===== config.mk =====
export PLATFORM = sky130hd
export DESIGN_NAME = complex_literal_to_fixed_point
export DESIGN_NICKNAME = d
export VERILOG_FILES = /design/src/hdl/cltfp_pkg.sv /design/src/hdl/cltfp_ctrl.sv /design/src/hdl/cltfp_dp.sv /design/src/hdl/complex_literal_to_fixed_point.sv
export SDC_FILE = /design/constraint.sdc
export NUM_CORES = 1
export LEC_CHECK = 0
export ABC_AREA = 1
export BUFFER_PORTS_ARGS = -buffer_cell sky130_fd_sc_hd__buf_2
export CAP_MARGIN = 5
export CELL_PAD_IN_SITES_DETAIL_PLACEMENT = 1
export CELL_PAD_IN_SITES_GLOBAL_PLACEMENT = 2
export CORE_MARGIN = 10
export CORE_UTILIZATION = 33
export CTS_CLUSTER_SIZE = 10
export DETAILED_ROUTE_END_ITERATION = 7
export PLACE_DENSITY = 0.75
export REMOVE_ABC_BUFFERS = 1
export SLEW_MARGIN = 20
export SYNTH_ARGS = -nofsm -noshare
export SYNTH_HDL_FRONTEND = slang
export SYNTH_HIERARCHICAL = 1
export SYNTH_SLANG_ARGS = --single-unit

===== constraint.sdc =====
create_clock -name i_clk -period 11.65 [get_ports i_clk]
set_clock_uncertainty 0.05 [all_clocks]
set_input_delay 1.165 -clock i_clk [delete_from_list [all_inputs] [get_ports i_clk]]
set_output_delay 1.165 -clock i_clk [all_outputs]
set_load 0.005 [all_outputs]

===== src/hdl/cltfp_pkg.sv =====
// Shared constants, types and tables for the complex literal parser.
package cltfp_pkg;

    // Fixed-point format and fraction digit limit
    localparam int INT_BITS        = 16;
    localparam int FRAC_BITS       = 24;
    localparam int MAX_FRAC_DIGITS = 8;

    localparam int WHOLE_W = INT_BITS - 1;
    localparam int OUT_W   = INT_BITS + FRAC_BITS;
    localparam int FD_W    = $clog2(10 ** MAX_FRAC_DIGITS);
    localparam int P_W     = $clog2(10 ** MAX_FRAC_DIGITS + 1);
    localparam int FC_W    = $clog2(MAX_FRAC_DIGITS + 1);
    localparam int CNT_W   = $clog2(FRAC_BITS);

    localparam logic [WHOLE_W-1:0] WHOLE_MAX = '1;
    localparam logic [3:0]         RADIX     = 4'd10;

    // Character codes
    localparam logic [7:0] CH_ZERO  = 8'd48;
    localparam logic [7:0] CH_NINE  = 8'd57;
    localparam logic [7:0] CH_DOT   = 8'd46;
    localparam logic [7:0] CH_I     = 8'd105;
    localparam logic [7:0] CH_PLUS  = 8'd43;
    localparam logic [7:0] CH_MINUS = 8'd45;

    typedef enum logic [3:0] {
        PH_R_START,
        PH_R_SIGNED,
        PH_R_INT,
        PH_R_FRAC,
        PH_I_START,
        PH_I_INT,
        PH_I_FRAC,
        PH_DONE,
        PH_ERROR
    } t_phase;

    typedef enum logic [2:0] {
        ST_PARSE,
        ST_DIV_RE,
        ST_SWAP,
        ST_DIV_IM,
        ST_LOAD
    } t_state;

    typedef struct packed {
        logic parse;
        logic start_re;
        logic step;
        logic start_im;
        logic load;
    } t_cmd;

    typedef struct packed {
        logic done_next;
        logic div_last;
        logic out_free;
    } t_sts;

    typedef logic [P_W-1:0] t_pow10_tab [0:(1 << FC_W)-1];

    function automatic t_pow10_tab f_pow10_tab();
        t_pow10_tab tab;
        longint     p;
        p = 1;
        for (int k = 0; k < (1 << FC_W); k++) begin
            tab[k] = (k <= MAX_FRAC_DIGITS) ? P_W'(p) : P_W'(1);
            if (k < MAX_FRAC_DIGITS) begin
                p = p * 10;
            end
        end
        return tab;
    endfunction

    localparam t_pow10_tab POW10 = f_pow10_tab();

endpackage


===== src/hdl/cltfp_ctrl.sv =====
// Sequencer: character parsing, two fraction divisions, result load.
module cltfp_ctrl import cltfp_pkg::*; (
    input  logic   i_clk,
    input  logic   i_rst_n,
    input  logic   i_valid,
    input  logic   i_last,
    input  t_sts   i_sts,
    output logic   o_stall,
    output t_cmd   o_cmd
);

    t_state r_state;
    t_state n_state;

    always_ff @(posedge i_clk) begin
        if (!i_rst_n) begin
            r_state <= ST_PARSE;
        end else begin
            r_state <= n_state;
        end
    end

    always_comb begin
        n_state = r_state;
        case (r_state)
            ST_PARSE: begin
                if (i_valid && i_last) begin
                    n_state = i_sts.done_next ? ST_DIV_RE : ST_LOAD;
                end
            end
            ST_DIV_RE: begin
                if (i_sts.div_last) begin
                    n_state = ST_SWAP;
                end
            end
            ST_SWAP: begin
                n_state = ST_DIV_IM;
            end
            ST_DIV_IM: begin
                if (i_sts.div_last) begin
                    n_state = ST_LOAD;
                end
            end
            ST_LOAD: begin
                if (i_sts.out_free) begin
                    n_state = ST_PARSE;
                end
            end
            default: begin
                n_state = ST_PARSE;
            end
        endcase
    end

    always_comb begin
        o_cmd   = '0;
        o_stall = 1'b1;
        case (r_state)
            ST_PARSE: begin
                o_stall        = 1'b0;
                o_cmd.parse    = i_valid;
                o_cmd.start_re = i_valid && i_last && i_sts.done_next;
            end
            ST_DIV_RE: begin
                o_cmd.step = 1'b1;
            end
            ST_SWAP: begin
                o_cmd.start_im = 1'b1;
            end
            ST_DIV_IM: begin
                o_cmd.step = 1'b1;
            end
            ST_LOAD: begin
                o_cmd.load = i_sts.out_free;
            end
            default: begin
                o_cmd = '0;
            end
        endcase
    end

endmodule


===== src/hdl/cltfp_dp.sv =====
// Datapath: parse registers, shared fraction divider, output register.
module cltfp_dp import cltfp_pkg::*; (
    input  logic                    i_clk,
    input  logic                    i_rst_n,
    input  t_cmd                    i_cmd,
    input  logic [7:0]              i_char_code,
    input  logic                    i_stall,
    output t_sts                    o_sts,
    output logic                    o_valid,
    output logic signed [OUT_W-1:0] o_real_part,
    output logic signed [OUT_W-1:0] o_imag_part,
    output logic                    o_format_ok,
    output logic                    o_saturated
);

    // Parse state
    t_phase             r_phase,      n_phase;
    logic               r_re_neg,     n_re_neg;
    logic [WHOLE_W-1:0] r_re_whole,   n_re_whole;
    logic [FD_W-1:0]    r_re_fd,      n_re_fd;
    logic [FC_W-1:0]    r_re_fc,      n_re_fc;
    logic               r_im_neg,     n_im_neg;
    logic [WHOLE_W-1:0] r_im_whole,   n_im_whole;
    logic [FD_W-1:0]    r_im_fd,      n_im_fd;
    logic [FC_W-1:0]    r_im_fc,      n_im_fc;
    logic               r_clamp,      n_clamp;

    // Divider
    logic [P_W:0]           r_rem;
    logic [P_W-1:0]         r_div;
    logic [FRAC_BITS-1:0]   r_quo;
    logic [CNT_W-1:0]       r_cnt;
    logic [FRAC_BITS-1:0]   r_re_frac;

    // Output stage
    logic                   r_out_valid;
    logic [OUT_W-1:0]       r_out_real;
    logic [OUT_W-1:0]       r_out_imag;
    logic                   r_out_ok;
    logic                   r_out_sat;

    logic               is_digit;
    logic               is_sign;
    logic               is_minus;
    logic [3:0]         digit;
    logic               sel_im;
    logic               whole_upd;
    logic               frac_upd;
    logic [WHOLE_W-1:0] whole_cur;
    logic [WHOLE_W+3:0] whole_sum;
    logic [WHOLE_W-1:0] whole_new;
    logic               whole_clamp;
    logic [FD_W-1:0]    fd_cur;
    logic [FC_W-1:0]    fc_cur;
    logic [FD_W+3:0]    fd_sum;
    logic [P_W:0]       rem2;
    logic               rem_ge;
    logic               parts_ok;

    function automatic logic [OUT_W-1:0] f_part(
        input logic                 neg,
        input logic [WHOLE_W-1:0]   whole,
        input logic [FRAC_BITS-1:0] frac
    );
        logic [OUT_W-1:0] mag;
        mag = {1'b0, whole, frac};
        return neg ? (~mag + 1'b1) : mag;
    endfunction

    assign is_digit = (i_char_code >= CH_ZERO) && (i_char_code <= CH_NINE);
    assign is_minus = (i_char_code == CH_MINUS);
    assign is_sign  = (i_char_code == CH_PLUS) || is_minus;
    assign digit    = 4'(i_char_code - CH_ZERO);
    assign sel_im   = (r_phase == PH_I_START) || (r_phase == PH_I_INT)
                   || (r_phase == PH_I_FRAC);

    // One digit step for whichever part is being parsed
    assign whole_cur   = sel_im ? r_im_whole : r_re_whole;
    assign whole_sum   = (WHOLE_W+4)'(whole_cur) * (WHOLE_W+4)'(RADIX)
                       + (WHOLE_W+4)'(digit);
    assign whole_clamp = whole_sum > (WHOLE_W+4)'(WHOLE_MAX);
    assign whole_new   = whole_clamp ? WHOLE_MAX : whole_sum[WHOLE_W-1:0];
    assign fd_cur      = sel_im ? r_im_fd : r_re_fd;
    assign fc_cur      = sel_im ? r_im_fc : r_re_fc;
    assign fd_sum      = (FD_W+4)'(fd_cur) * (FD_W+4)'(RADIX) + (FD_W+4)'(digit);

    always_comb begin
        n_phase    = PH_ERROR;
        n_re_neg   = r_re_neg;
        n_re_whole = r_re_whole;
        n_re_fd    = r_re_fd;
        n_re_fc    = r_re_fc;
        n_im_neg   = r_im_neg;
        n_im_whole = r_im_whole;
        n_im_fd    = r_im_fd;
        n_im_fc    = r_im_fc;
        n_clamp    = r_clamp;
        whole_upd  = 1'b0;
        frac_upd   = 1'b0;
        case (r_phase)
            PH_R_START: begin
                if (is_sign) begin
                    n_re_neg = is_minus;
                    n_phase  = PH_R_SIGNED;
                end else if (is_digit) begin
                    whole_upd = 1'b1;
                    n_phase   = PH_R_INT;
                end
            end
            PH_R_SIGNED, PH_I_START: begin
                if (is_digit) begin
                    whole_upd = 1'b1;
                    n_phase   = (r_phase == PH_I_START) ? PH_I_INT : PH_R_INT;
                end
            end
            PH_R_INT, PH_R_FRAC: begin
                if (is_digit) begin
                    whole_upd = (r_phase == PH_R_INT);
                    frac_upd  = (r_phase == PH_R_FRAC);
                    n_phase   = r_phase;
                end else if (i_char_code == CH_DOT && r_phase == PH_R_INT) begin
                    n_phase = PH_R_FRAC;
                end else if (is_sign) begin
                    n_im_neg = is_minus;
                    n_phase  = PH_I_START;
                end
            end
            PH_I_INT, PH_I_FRAC: begin
                if (is_digit) begin
                    whole_upd = (r_phase == PH_I_INT);
                    frac_upd  = (r_phase == PH_I_FRAC);
                    n_phase   = r_phase;
                end else if (i_char_code == CH_DOT && r_phase == PH_I_INT) begin
                    n_phase = PH_I_FRAC;
                end else if (i_char_code == CH_I) begin
                    n_phase = PH_DONE;
                end
            end
            PH_DONE: begin
                n_phase = PH_DONE;
            end
            default: begin
                n_phase = PH_ERROR;
            end
        endcase

        if (whole_upd) begin
            if (sel_im) begin
                n_im_whole = whole_new;
            end else begin
                n_re_whole = whole_new;
            end
            n_clamp = r_clamp | whole_clamp;
        end
        // digits past the limit are dropped
        if (frac_upd && fc_cur < FC_W'(MAX_FRAC_DIGITS)) begin
            if (sel_im) begin
                n_im_fd = fd_sum[FD_W-1:0];
                n_im_fc = r_im_fc + 1'b1;
            end else begin
                n_re_fd = fd_sum[FD_W-1:0];
                n_re_fc = r_re_fc + 1'b1;
            end
        end
    end

    always_ff @(posedge i_clk) begin
        if (!i_rst_n || i_cmd.load) begin
            r_phase    <= PH_R_START;
            r_re_neg   <= 1'b0;
            r_re_whole <= '0;
            r_re_fd    <= '0;
            r_re_fc    <= '0;
            r_im_neg   <= 1'b0;
            r_im_whole <= '0;
            r_im_fd    <= '0;
            r_im_fc    <= '0;
            r_clamp    <= 1'b0;
        end else if (i_cmd.parse) begin
            r_phase    <= n_phase;
            r_re_neg   <= n_re_neg;
            r_re_whole <= n_re_whole;
            r_re_fd    <= n_re_fd;
            r_re_fc    <= n_re_fc;
            r_im_neg   <= n_im_neg;
            r_im_whole <= n_im_whole;
            r_im_fd    <= n_im_fd;
            r_im_fc    <= n_im_fc;
            r_clamp    <= n_clamp;
        end
    end

    // Restoring division: floor(D * 2^FRAC_BITS / 10^k), one quotient bit per cycle.
    // The remainder stays below the divisor, so D < 10^k is a valid start.
    assign rem2   = {r_rem[P_W-1:0], 1'b0};
    assign rem_ge = rem2 >= {1'b0, r_div};

    always_ff @(posedge i_clk) begin
        if (!i_rst_n) begin
            r_cnt <= '0;
        end else if (i_cmd.start_re || i_cmd.start_im) begin
            r_cnt <= '0;
        end else if (i_cmd.step) begin
            r_cnt <= r_cnt + 1'b1;
        end
    end

    always_ff @(posedge i_clk) begin
        if (i_cmd.start_re) begin
            r_rem <= (P_W+1)'(r_re_fd);
            r_div <= POW10[r_re_fc];
        end else if (i_cmd.start_im) begin
            r_rem     <= (P_W+1)'(r_im_fd);
            r_div     <= POW10[r_im_fc];
            r_re_frac <= r_quo;
        end else if (i_cmd.step) begin
            r_rem <= rem_ge ? (rem2 - {1'b0, r_div}) : rem2;
            r_quo <= {r_quo[FRAC_BITS-2:0], rem_ge};
        end
    end

    assign parts_ok = (r_phase == PH_DONE);

    always_ff @(posedge i_clk) begin
        if (!i_rst_n) begin
            r_out_valid <= 1'b0;
        end else if (i_cmd.load) begin
            r_out_valid <= 1'b1;
        end else if (!i_stall) begin
            r_out_valid <= 1'b0;
        end
    end

    always_ff @(posedge i_clk) begin
        if (i_cmd.load) begin
            r_out_real <= parts_ok ? f_part(r_re_neg, r_re_whole, r_re_frac) : '0;
            r_out_imag <= parts_ok ? f_part(r_im_neg, r_im_whole, r_quo) : '0;
            r_out_ok   <= parts_ok;
            r_out_sat  <= parts_ok && r_clamp;
        end
    end

    assign o_sts.done_next = (n_phase == PH_DONE);
    assign o_sts.div_last  = (r_cnt == CNT_W'(FRAC_BITS - 1));
    assign o_sts.out_free  = !r_out_valid || !i_stall;

    assign o_valid     = r_out_valid;
    assign o_real_part = r_out_real;
    assign o_imag_part = r_out_imag;
    assign o_format_ok = r_out_ok;
    assign o_saturated = r_out_sat;

endmodule


===== src/hdl/complex_literal_to_fixed_point.sv =====
// Top level: ASCII complex literal to signed fixed-point real and imaginary parts.
//
//  channel | handshake          | payload
//  --------+--------------------+---------------------------------------------------
//  input   | i_valid / o_stall  | i_char_code[7:0], i_last
//  output  | o_valid / i_stall  | o_real_part, o_imag_part, o_format_ok, o_saturated
//
// A character beat is taken whenever i_valid is high and o_stall is low.
// A last beat of a well-formed literal runs two fraction divisions on the shared
// restoring divider (ST_DIV_RE, ST_SWAP, ST_DIV_IM) before the result is loaded;
// a malformed literal goes straight to the load. o_stall is high meanwhile.
// The load also waits while a previous result is held by i_stall.
// Synchronous active-low reset; parse state also clears at every result load.
module complex_literal_to_fixed_point import cltfp_pkg::*; (
    input  logic                    i_clk,
    input  logic                    i_rst_n,
    input  logic                    i_valid,
    output logic                    o_stall,
    input  logic [7:0]              i_char_code,
    input  logic                    i_last,
    output logic                    o_valid,
    input  logic                    i_stall,
    output logic signed [OUT_W-1:0] o_real_part,
    output logic signed [OUT_W-1:0] o_imag_part,
    output logic                    o_format_ok,
    output logic                    o_saturated
);

    t_cmd cmd;
    t_sts sts;

    cltfp_ctrl u_ctrl (
        .i_clk   (i_clk),
        .i_rst_n (i_rst_n),
        .i_valid (i_valid),
        .i_last  (i_last),
        .i_sts   (sts),
        .o_stall (o_stall),
        .o_cmd   (cmd)
    );

    cltfp_dp u_dp (
        .i_clk       (i_clk),
        .i_rst_n     (i_rst_n),
        .i_cmd       (cmd),
        .i_char_code (i_char_code),
        .i_stall     (i_stall),
        .o_sts       (sts),
        .o_valid     (o_valid),
        .o_real_part (o_real_part),
        .o_imag_part (o_imag_part),
        .o_format_ok (o_format_ok),
        .o_saturated (o_saturated)
    );

    a_bad_is_zero: assert property (@(posedge i_clk) disable iff (!i_rst_n)
        (o_valid && !o_format_ok) |-> (o_real_part == '0 && o_imag_part == '0
                                       && !o_saturated))
        else $error("malformed result not zero");

    a_sat_needs_ok: assert property (@(posedge i_clk) disable iff (!i_rst_n)
        (o_valid && o_saturated) |-> o_format_ok)
        else $error("saturated flag on malformed result");

    a_last_stalls: assert property (@(posedge i_clk) disable iff (!i_rst_n)
        (i_valid && !o_stall && i_last) |=> o_stall)
        else $error("input not held off after last beat");

    a_one_load: assert property (@(posedge i_clk) disable iff (!i_rst_n)
        (cmd.load) |=> !cmd.load)
        else $error("result loaded twice");

endmodule

==> out/metrics.cfg, run 1 <==
[logic_synthesis]
ys_seq_elements=285
synthCells=2661
synth_edf_count=177
yosysTopAreaCellShare_pct=27.1
synth_cell_types=61
synth-main-ff-cell=edfxtp_1
synth_seq_area_share_pct=38.2
async_flop_share_pct=0
syn_avg_cell_area_sq_um=7.36
ys_warn_count=6
post-synth-top-area-cell=edfxtp_1
syn-cell-area_sq_um=19600
yosys-top-cells-area=edfxtp_1 27%, dfxtp_1 11%, nand2_1 11%

[critical_path]
cp-end-kind=flip-flop
crit_fanout=64
arrival_ns=5.23
crit_path_cell_trace=nand2_1, nand2_2, buf_4, o21ai_0, ha_1, ha_1, fa_1, nand3_1, nand2_1, nand3_1, nand2_1, nand2_1, nand2_1, nand2_1, nand2_1, nand2_1, nand2_1, nor2_4, nand4_1, nor2_1, nor2_1
path_buf_inv=1
critical_path.top_delay_family=simple AND/OR/NAND/NOR gates
start_kind=flip-flop
slowest_stage=buf_4
cp.required_ns=12.02
worst_path_largest_cell_delay_ns=0.57
crit_top_cell=nand2_1
path_class=flip-flop to flip-flop

[sta]
period_share_pct=41.7
final.setup.worst_slack_ns=6.79
drv_slew=0
timing.final.crit_period_ns=4.86
finalHoldViolations=0
rsz0062_at_grt=no
tightestPinTransition_ns=1.04
setup_violations=0
max_slew_margin_pct=30.6
fmax_ghz=0.206
holdWs_ns=0.429

[clock_network]
cts.sinks=285
post_cts_buffers=0
htreeDepth=2
clkTransAtPathRegs_ns=0.06
clkLatencyLatePin_ns=0.53
ctsResizeCount=0
cts_hold_buf=0
cts_tree=built
numCtsBuffers=35
cts_max_path_buffers=3
cts_root_buf=clkbuf_16

[power_and_ir_drop]
vdd_ir_drop_max_mv=0.0997
p_per_area_nw_per_um2=168
p_leak_nw=9.76

[floorplan]
num_rows=89
die_h_microns=264
die_area_sq_um=69500
ios=97
core_area_sq_um=58900
start_util_pct=33.2
die_w_microns=264

[finish]
layout-drive-gt1-share_pct=9.22
area_growth_pct=11.6
mostFrequentLayoutCell=nand2_1
layout_common_cells=559 x nand2_1, 375 x inv_1, 316 x nor2_1, 219 x o21ai_0, 186 x a21oi_1
layoutNonFillerInstCount=3530
final_nets=2874

[detailed_routing]
drt_iter0_drc=1096
detail_route.first_pass.iterations=5
drc=0
antenna_left=0
finalWirelength_microns=65500
post_drt_wl_per_cell_microns=18.5
vias_per_cell=5.13
vias=18104

[grt]
overflow=0
grt_pass1_vias=18417
grt_usage_pct=18.4
grt_pass1_wl_microns=104000
grt_max_degree=82
antenna_found_initial=0

[placed_design]
gp_congestion=0.864
portBuffers=96
place_ws_ns=6.13
hpwl_microns=51400
placed_cells=3473

[status]
outcome=completed

[min_path]
min_path_type=flip-flop to flip-flop

[flow_run]
drv_cap=0

-- state kept, by name (all words and copies together), names as in the netlist, 3 cells and up --
signal            flops
u_dp/r_im_fd         27
u_dp/r_phase          4
u_dp/r_re_fd         27
u_dp/r_cnt            5
u_dp/o_imag_part     40
u_dp/r_re_whole      15
u_dp/r_quo           24
u_dp/r_re_fc          4
u_dp/r_re_frac       24
u_dp/r_im_fc          4
u_ctrl/r_state        3
u_dp/r_im_whole      15
u_dp/r_div           20
u_dp/r_rem           27
u_dp/o_real_part     40
-- power breakdown --
group          internal [W]  switching [W]  leakage, nW
Combinational      0.000377       0.000850         6.76
Clock              0.000585       0.000422        0.490
Sequential          0.00132       0.000122         2.51
Total               0.00228        0.00139         9.76
-- path summary, 6_finish.rpt --
path	startpoint	end	slack [ns]	cells after the start
max	u_dp/r_phase[0]	u_dp/r_im_whole[12]	6.79	21
min	u_dp/r_clamp	u_dp/r_clamp	0.43	2
max reg2reg	u_dp/r_phase[0]	u_dp/r_im_whole[12]	6.79	21
min reg2reg	u_dp/r_clamp	u_dp/r_clamp	0.43	2
-- cell families after synthesis --
logic type               Yosys count  share of synthesized area [%]
AND/OR/NAND/NOR                 1230                           27.8
AO/OA/AOI/OAI                    513                           14.5
buffers and inverters            461                           9.19
flip-flops                       285                           38.2
adder cells (fa/ha/maj)          124                           8.12
XOR/XNOR                          48                           2.19
-- worst register-to-register path: stages (launching register included) --
cell	delay [ns]
dfxtp_1	0.49
nand2_1	0.18
nand2_2	0.12
buf_4	0.57
o21ai_0	0.50
ha_1	0.41
ha_1	0.27
fa_1	0.44
nand3_1	0.13
nand2_1	0.10
nand3_1	0.10
nand2_1	0.09
nand2_1	0.09
nand2_1	0.07
nand2_1	0.07
nand2_1	0.07
nand2_1	0.06
nand2_1	0.08
nor2_4	0.40
nand4_1	0.25
nor2_1	0.14
nor2_1	0.06
-- area by class of cell --
cell class                 count  area [sq um]
clock inverter                 4          63.8
antenna                        1          2.50
inverter                     391          1470
timing repair buffer         109           578
multi-input combinational   1915         10300
sequential                   285          7480
fill                        7283         37100
clock buffer                  52           950
tap                          773           967
-- routing by layer --
| layer | vias up | part of all wire (%) | global-route usage [%] |
|---|---|---|---|
| li1 | 9010 | - | - |
| met1 | 8741 | 49 | 26.2 |
| met2 | 297 | 45 | 29.8 |
| met3 | 56 | 4.1 | 1.69 |
| met4 | 0 | 1.7 | 3.82 |
| met5 | - | 0 | 0 |
-- Yosys cell counts, types with 9 or more instances --
cell,instances
clkbuf_1,50
dfxtp_1,108
nand4_2,11
o21a_1,10
nand2_2,14
xor2_1,25
inv_2,14
nand2_1,561
nor2_2,19
a31oi_1,12
a21oi_1,186
o21ai_1,9
nor3_1,57
nor4_1,12
buf_2,9
nor2_1,322
edfxtp_1,177
o21ai_0,219
nand4_1,53
ha_1,119
nand3_1,137
xnor2_1,22
inv_1,375
o21bai_1,24
-- stage by stage --
stage | area [sq um] | power (W) | utilization, % | setup TNS, ns
3_3_place_gp | 20800 | 0.00267 | 35.4 | 0
3_5_place_dp | 20800 | 0.00269 | 35.4 | 0
4_1_cts | 21800 | 0.00371 | 37.1 | 0
6_report | 21900 | 0.00367 | 37.1 | 0
5_1_grt | 21800 | 0.00394 | 37.1 | 0
2_1_floorplan | 19200 | 0.00227 | - | -344.02
Note: power is estimated with default switching activity, not from simulation.
==> inputs of run 2 (changes only) <==
--- a/config.mk
+++ b/config.mk
@@ -5,16 +5,16 @@
 export SDC_FILE = /design/constraint.sdc
 export NUM_CORES = 1
 export LEC_CHECK = 0
-export ABC_AREA = 1
+export ABC_AREA = 0
 export BUFFER_PORTS_ARGS = -buffer_cell sky130_fd_sc_hd__buf_2
 export CAP_MARGIN = 5
 export CELL_PAD_IN_SITES_DETAIL_PLACEMENT = 1
 export CELL_PAD_IN_SITES_GLOBAL_PLACEMENT = 2
 export CORE_MARGIN = 10
-export CORE_UTILIZATION = 33
+export CORE_UTILIZATION = 39
 export CTS_CLUSTER_SIZE = 10
 export DETAILED_ROUTE_END_ITERATION = 7
-export PLACE_DENSITY = 0.75
+export PLACE_DENSITY = 0.78
 export REMOVE_ABC_BUFFERS = 1
 export SLEW_MARGIN = 20
 export SYNTH_ARGS = -nofsm -noshare
==> constraint.sdc (replaced) <==
create_clock -name i_clk -period 4.6 [get_ports i_clk]
set_clock_uncertainty 0.05 [all_clocks]
set_input_delay 0.46 -clock i_clk [delete_from_list [all_inputs] [get_ports i_clk]]
set_output_delay 0.46 -clock i_clk [all_outputs]
set_load 0.005 [all_outputs]
==> run 2 against run 1 <==
  * Clock power rose to 2.8 times the previous value
  * Register-to-register slack lost 6.6 ns
  * Combinational power decreased by 89%
  * Wire length decreased by 20%
  * Via count is 16% lower
  * Area after synthesis shrank 7.9%
  * Critical path depth up 1
  * Non-clock buffer count is 114 higher
  * Worst hold slack got worse by 0.29 ns
  * Maximum frequency rose by 10%
  * Sequential cell count unchanged
==> out/metrics.cfg, run 2 <==
[detailed_routing]
vias_per_cell=5.49
finalWirelength_microns=52500
drc=0
antenna_left=0
detail_route.first_pass.iterations=5
drt_iter0_drc=791
vias=15255
post_drt_wl_per_cell_microns=18.9

[logic_synthesis]
synthAdderAreaFrac_pct=8.81
syn-cell-area_sq_um=18000
yosys-top-cells-count=242 x nor2_1, 236 x nand2_1, 177 x edfxtp_1
synthCells=1982
synth_mux_area_share_pct=2.57
synth_edf_count=177
synthXorXnorAreaFrac_pct=7.38
async_flop_share_pct=0
yosysMostFrequentCell=nor2_1
synth_cell_types=77
synthSimpleGateAreaFrac_pct=19.5
synth_top_family_by_area=simple AND/OR/NAND/NOR gates
yosysTopAreaCellShare_pct=29.5
yosys-top-cells-area=edfxtp_1 29%, dfxtp_1 12%, ha_1 8.3%
ys_seq_elements=285
synth_compound_area_share_pct=16.5
post-synth-top-area-cell=edfxtp_1
synth-main-ff-cell=edfxtp_1
synth_seq_area_share_pct=41.5
ys_warn_count=6
syn_avg_cell_area_sq_um=9.10

[floorplan]
ios=97
die_h_microns=235
num_rows=78
core_area_sq_um=45600
die_w_microns=235
die_area_sq_um=55200
start_util_pct=39.6

[finish]
layout_common_cells=236 x nor2_1, 233 x nand2_1, 177 x edfxtp_1, 122 x buf_4, 117 x ha_1
final_nets=2286
area_growth_pct=18.5
mostFrequentLayoutCell=nor2_1
layout-drive-gt1-share_pct=15.9
multi_input_area_sq_um=10100
fill_cells=5226
regArea_sq_um=7480

[clock_network]
cts_root_buf=clkbuf_16
clkLatencyLatePin_ns=0.55
htreeDepth=2
cts.sinks=285
cts_max_path_buffers=3
clkTransAtPathRegs_ns=0.06
cts_tree=built
numCtsBuffers=37

[sta]
timing.final.crit_period_ns=4.42
tns_ns=0
setup_violations=0
finalHoldViolations=0
holdWs_ns=0.142
max_slew_margin_pct=31.2
drv_slew=0
tightestPinTransition_ns=1.02
rsz0062_at_grt=yes
period_share_pct=96.0
fmax_ghz=0.226

[critical_path]
path_buf_inv=6
critical_path.top_delay_family=compound AO/OA/AOI/OAI gates
crit_top_cell=buf_4
cp.required_ns=4.94
path_class=flip-flop to flip-flop
arrival_ns=4.75
worst_path_largest_cell_delay_ns=0.38
crit_fanout=7
rr_startpoint=u_dp/r_phase[2]
crit_path_start=u_dp/r_phase[2]
crit_path_cell_trace=inv_1, nor2_4, buf_4, and2_4, nand2_1, o21ai_2, ha_1, ha_1, inv_1, fa_2, nor2b_1, o31a_1, buf_4, buf_4, o311a_4, o21ai_2, and3b_1, o211ai_1, nor4_1, buf_4, xor2_1, a211oi_1
cp-end-kind=flip-flop
start_kind=flip-flop
slowest_stage=nor4_1

[power_and_ir_drop]
p_leak_nw=8.42
power_frac_seq_pct=47.9
p_sw_w=0.00121
comb_power_share_pct=2.5
p_per_area_nw_per_um2=265
clock_power_share_pct=49.6
internal_power_w=0.00445
vdd_ir_drop_max_mv=0.255
swShare_pct=21.4

[grt]
grt_pass1_vias=15699
grt_usage_pct=18.2
antenna_found_initial=0
grt_pass1_wl_microns=84300
overflow=0
grt_max_degree=80

[min_path]
min_path_type=input pin to flip-flop
min-delay-start=i_stall

[placed_design]
portBuffers=96
gp_congestion=0.850
hpwl_microns=39300

[status]
outcome=completed

[flow_run]
drv_cap=0

[run 2: cell count changes in the layout (fill, tap and decap cells not counted), moves of 35 or more]
cell	delta
nand3_1	-104
buf_4	+109
inv_1	-290
nor2_1	-80
a21oi_1	-79
mux2i_1	+42
a211oi_1	+43
xor2_1	+76
nand4_1	-35
o21ai_0	-119
nand2_1	-326
[run 2: per-layer routing]
| layer | up-vias | wire length, microns | global-route usage (%) |
|---|---|---|---|
| met4 | 0 | 1060 | 5.20 |
| met5 | - | 0 | 0 |
| met1 | 7430 | 23100 | 22.5 |
| met3 | 60 | 1910 | 2.40 |
| met2 | 248 | 26500 | 32.4 |
| li1 | 7517 | - | - |
[run 2: worst register-to-register path: cells and delay by family (launching register included)]
family,cells,cell delay [ns]
compound gates,6,1.12
xor+xnor,1,0.26
fa+ha+maj,3,0.68
buf+inv,6,0.79
flops,1,0.32
simple gates,6,1.07
[run 2: through the flow]
stage	power, W	cell area, sq um	worst slack (ns)	util, %	std cells
2_1_floorplan	0.00284	17700	-1.59	-	1886
3_3_place_gp	0.00290	19900	-0.357	43.6	2697
3_5_place_dp	0.00291	19900	-0.401	43.6	2697
4_1_cts	0.00573	21100	0.0375	46.2	2766
5_1_grt	0.00587	21400	-0.107	46.9	2777
6_report	0.00566	21400	0.182	46.9	2778
[run 2: logic make-up (layout without fill, tap and decap cells)]
group                      after synthesis  count (layout)
AOI/OAI and AO/OA                      447             447
xor gates and xnor gates               152             152
adders and majority gates              124             124
buffers and inverters                  183             377
DFF                                    285             285
muxes                                   46              46
other                                    0               1
and+or+nand+nor                        745             746
[run 2: area by class of cell]
| type | instances | area share (%) |
|---|---|---|
| clock buffers | 61 | 5.14 |
| multi-input cells | 1515 | 47.5 |
| inverters | 87 | 1.53 |
| flip-flops and latches | 285 | 35.0 |
| clock inverters | 6 | 0.381 |
| well taps | 600 | 3.51 |
| repair buffers | 223 | 6.91 |
| diodes | 1 | 0.0117 |
[run 2: final timing paths]
kind	to	slack (ns)	cells past startpoint
worst min register to register	u_dp/r_re_fd[1]	0.41	2
worst min-delay path	u_dp/o_valid	0.14	3
worst max-delay path	u_dp/r_re_fd[18]	0.18	22
worst max register to register	u_dp/r_re_fd[18]	0.18	22
[run 2: what timing repair did]
action,4_1_cts,5_1_grt
buffers inserted,2,8
resized for setup,7,43
pin swaps,2,16
hold buffers,0,0
hold endpoints to repair,0,0
endpoints found under the setup margin,47,57
cloned,0,2
[run 2: power groups by stage]
stage	combinational, W	clock, W	sequential (W)
2_1_floorplan	0.0000656	0	0.00277
3_3_place_gp	0.000137	0	0.00277
3_5_place_dp	0.000141	0	0.00277
4_1_cts	0.000141	0.00288	0.00271
5_1_grt	0.000155	0.00300	0.00271
6_report	0.000140	0.00281	0.00272
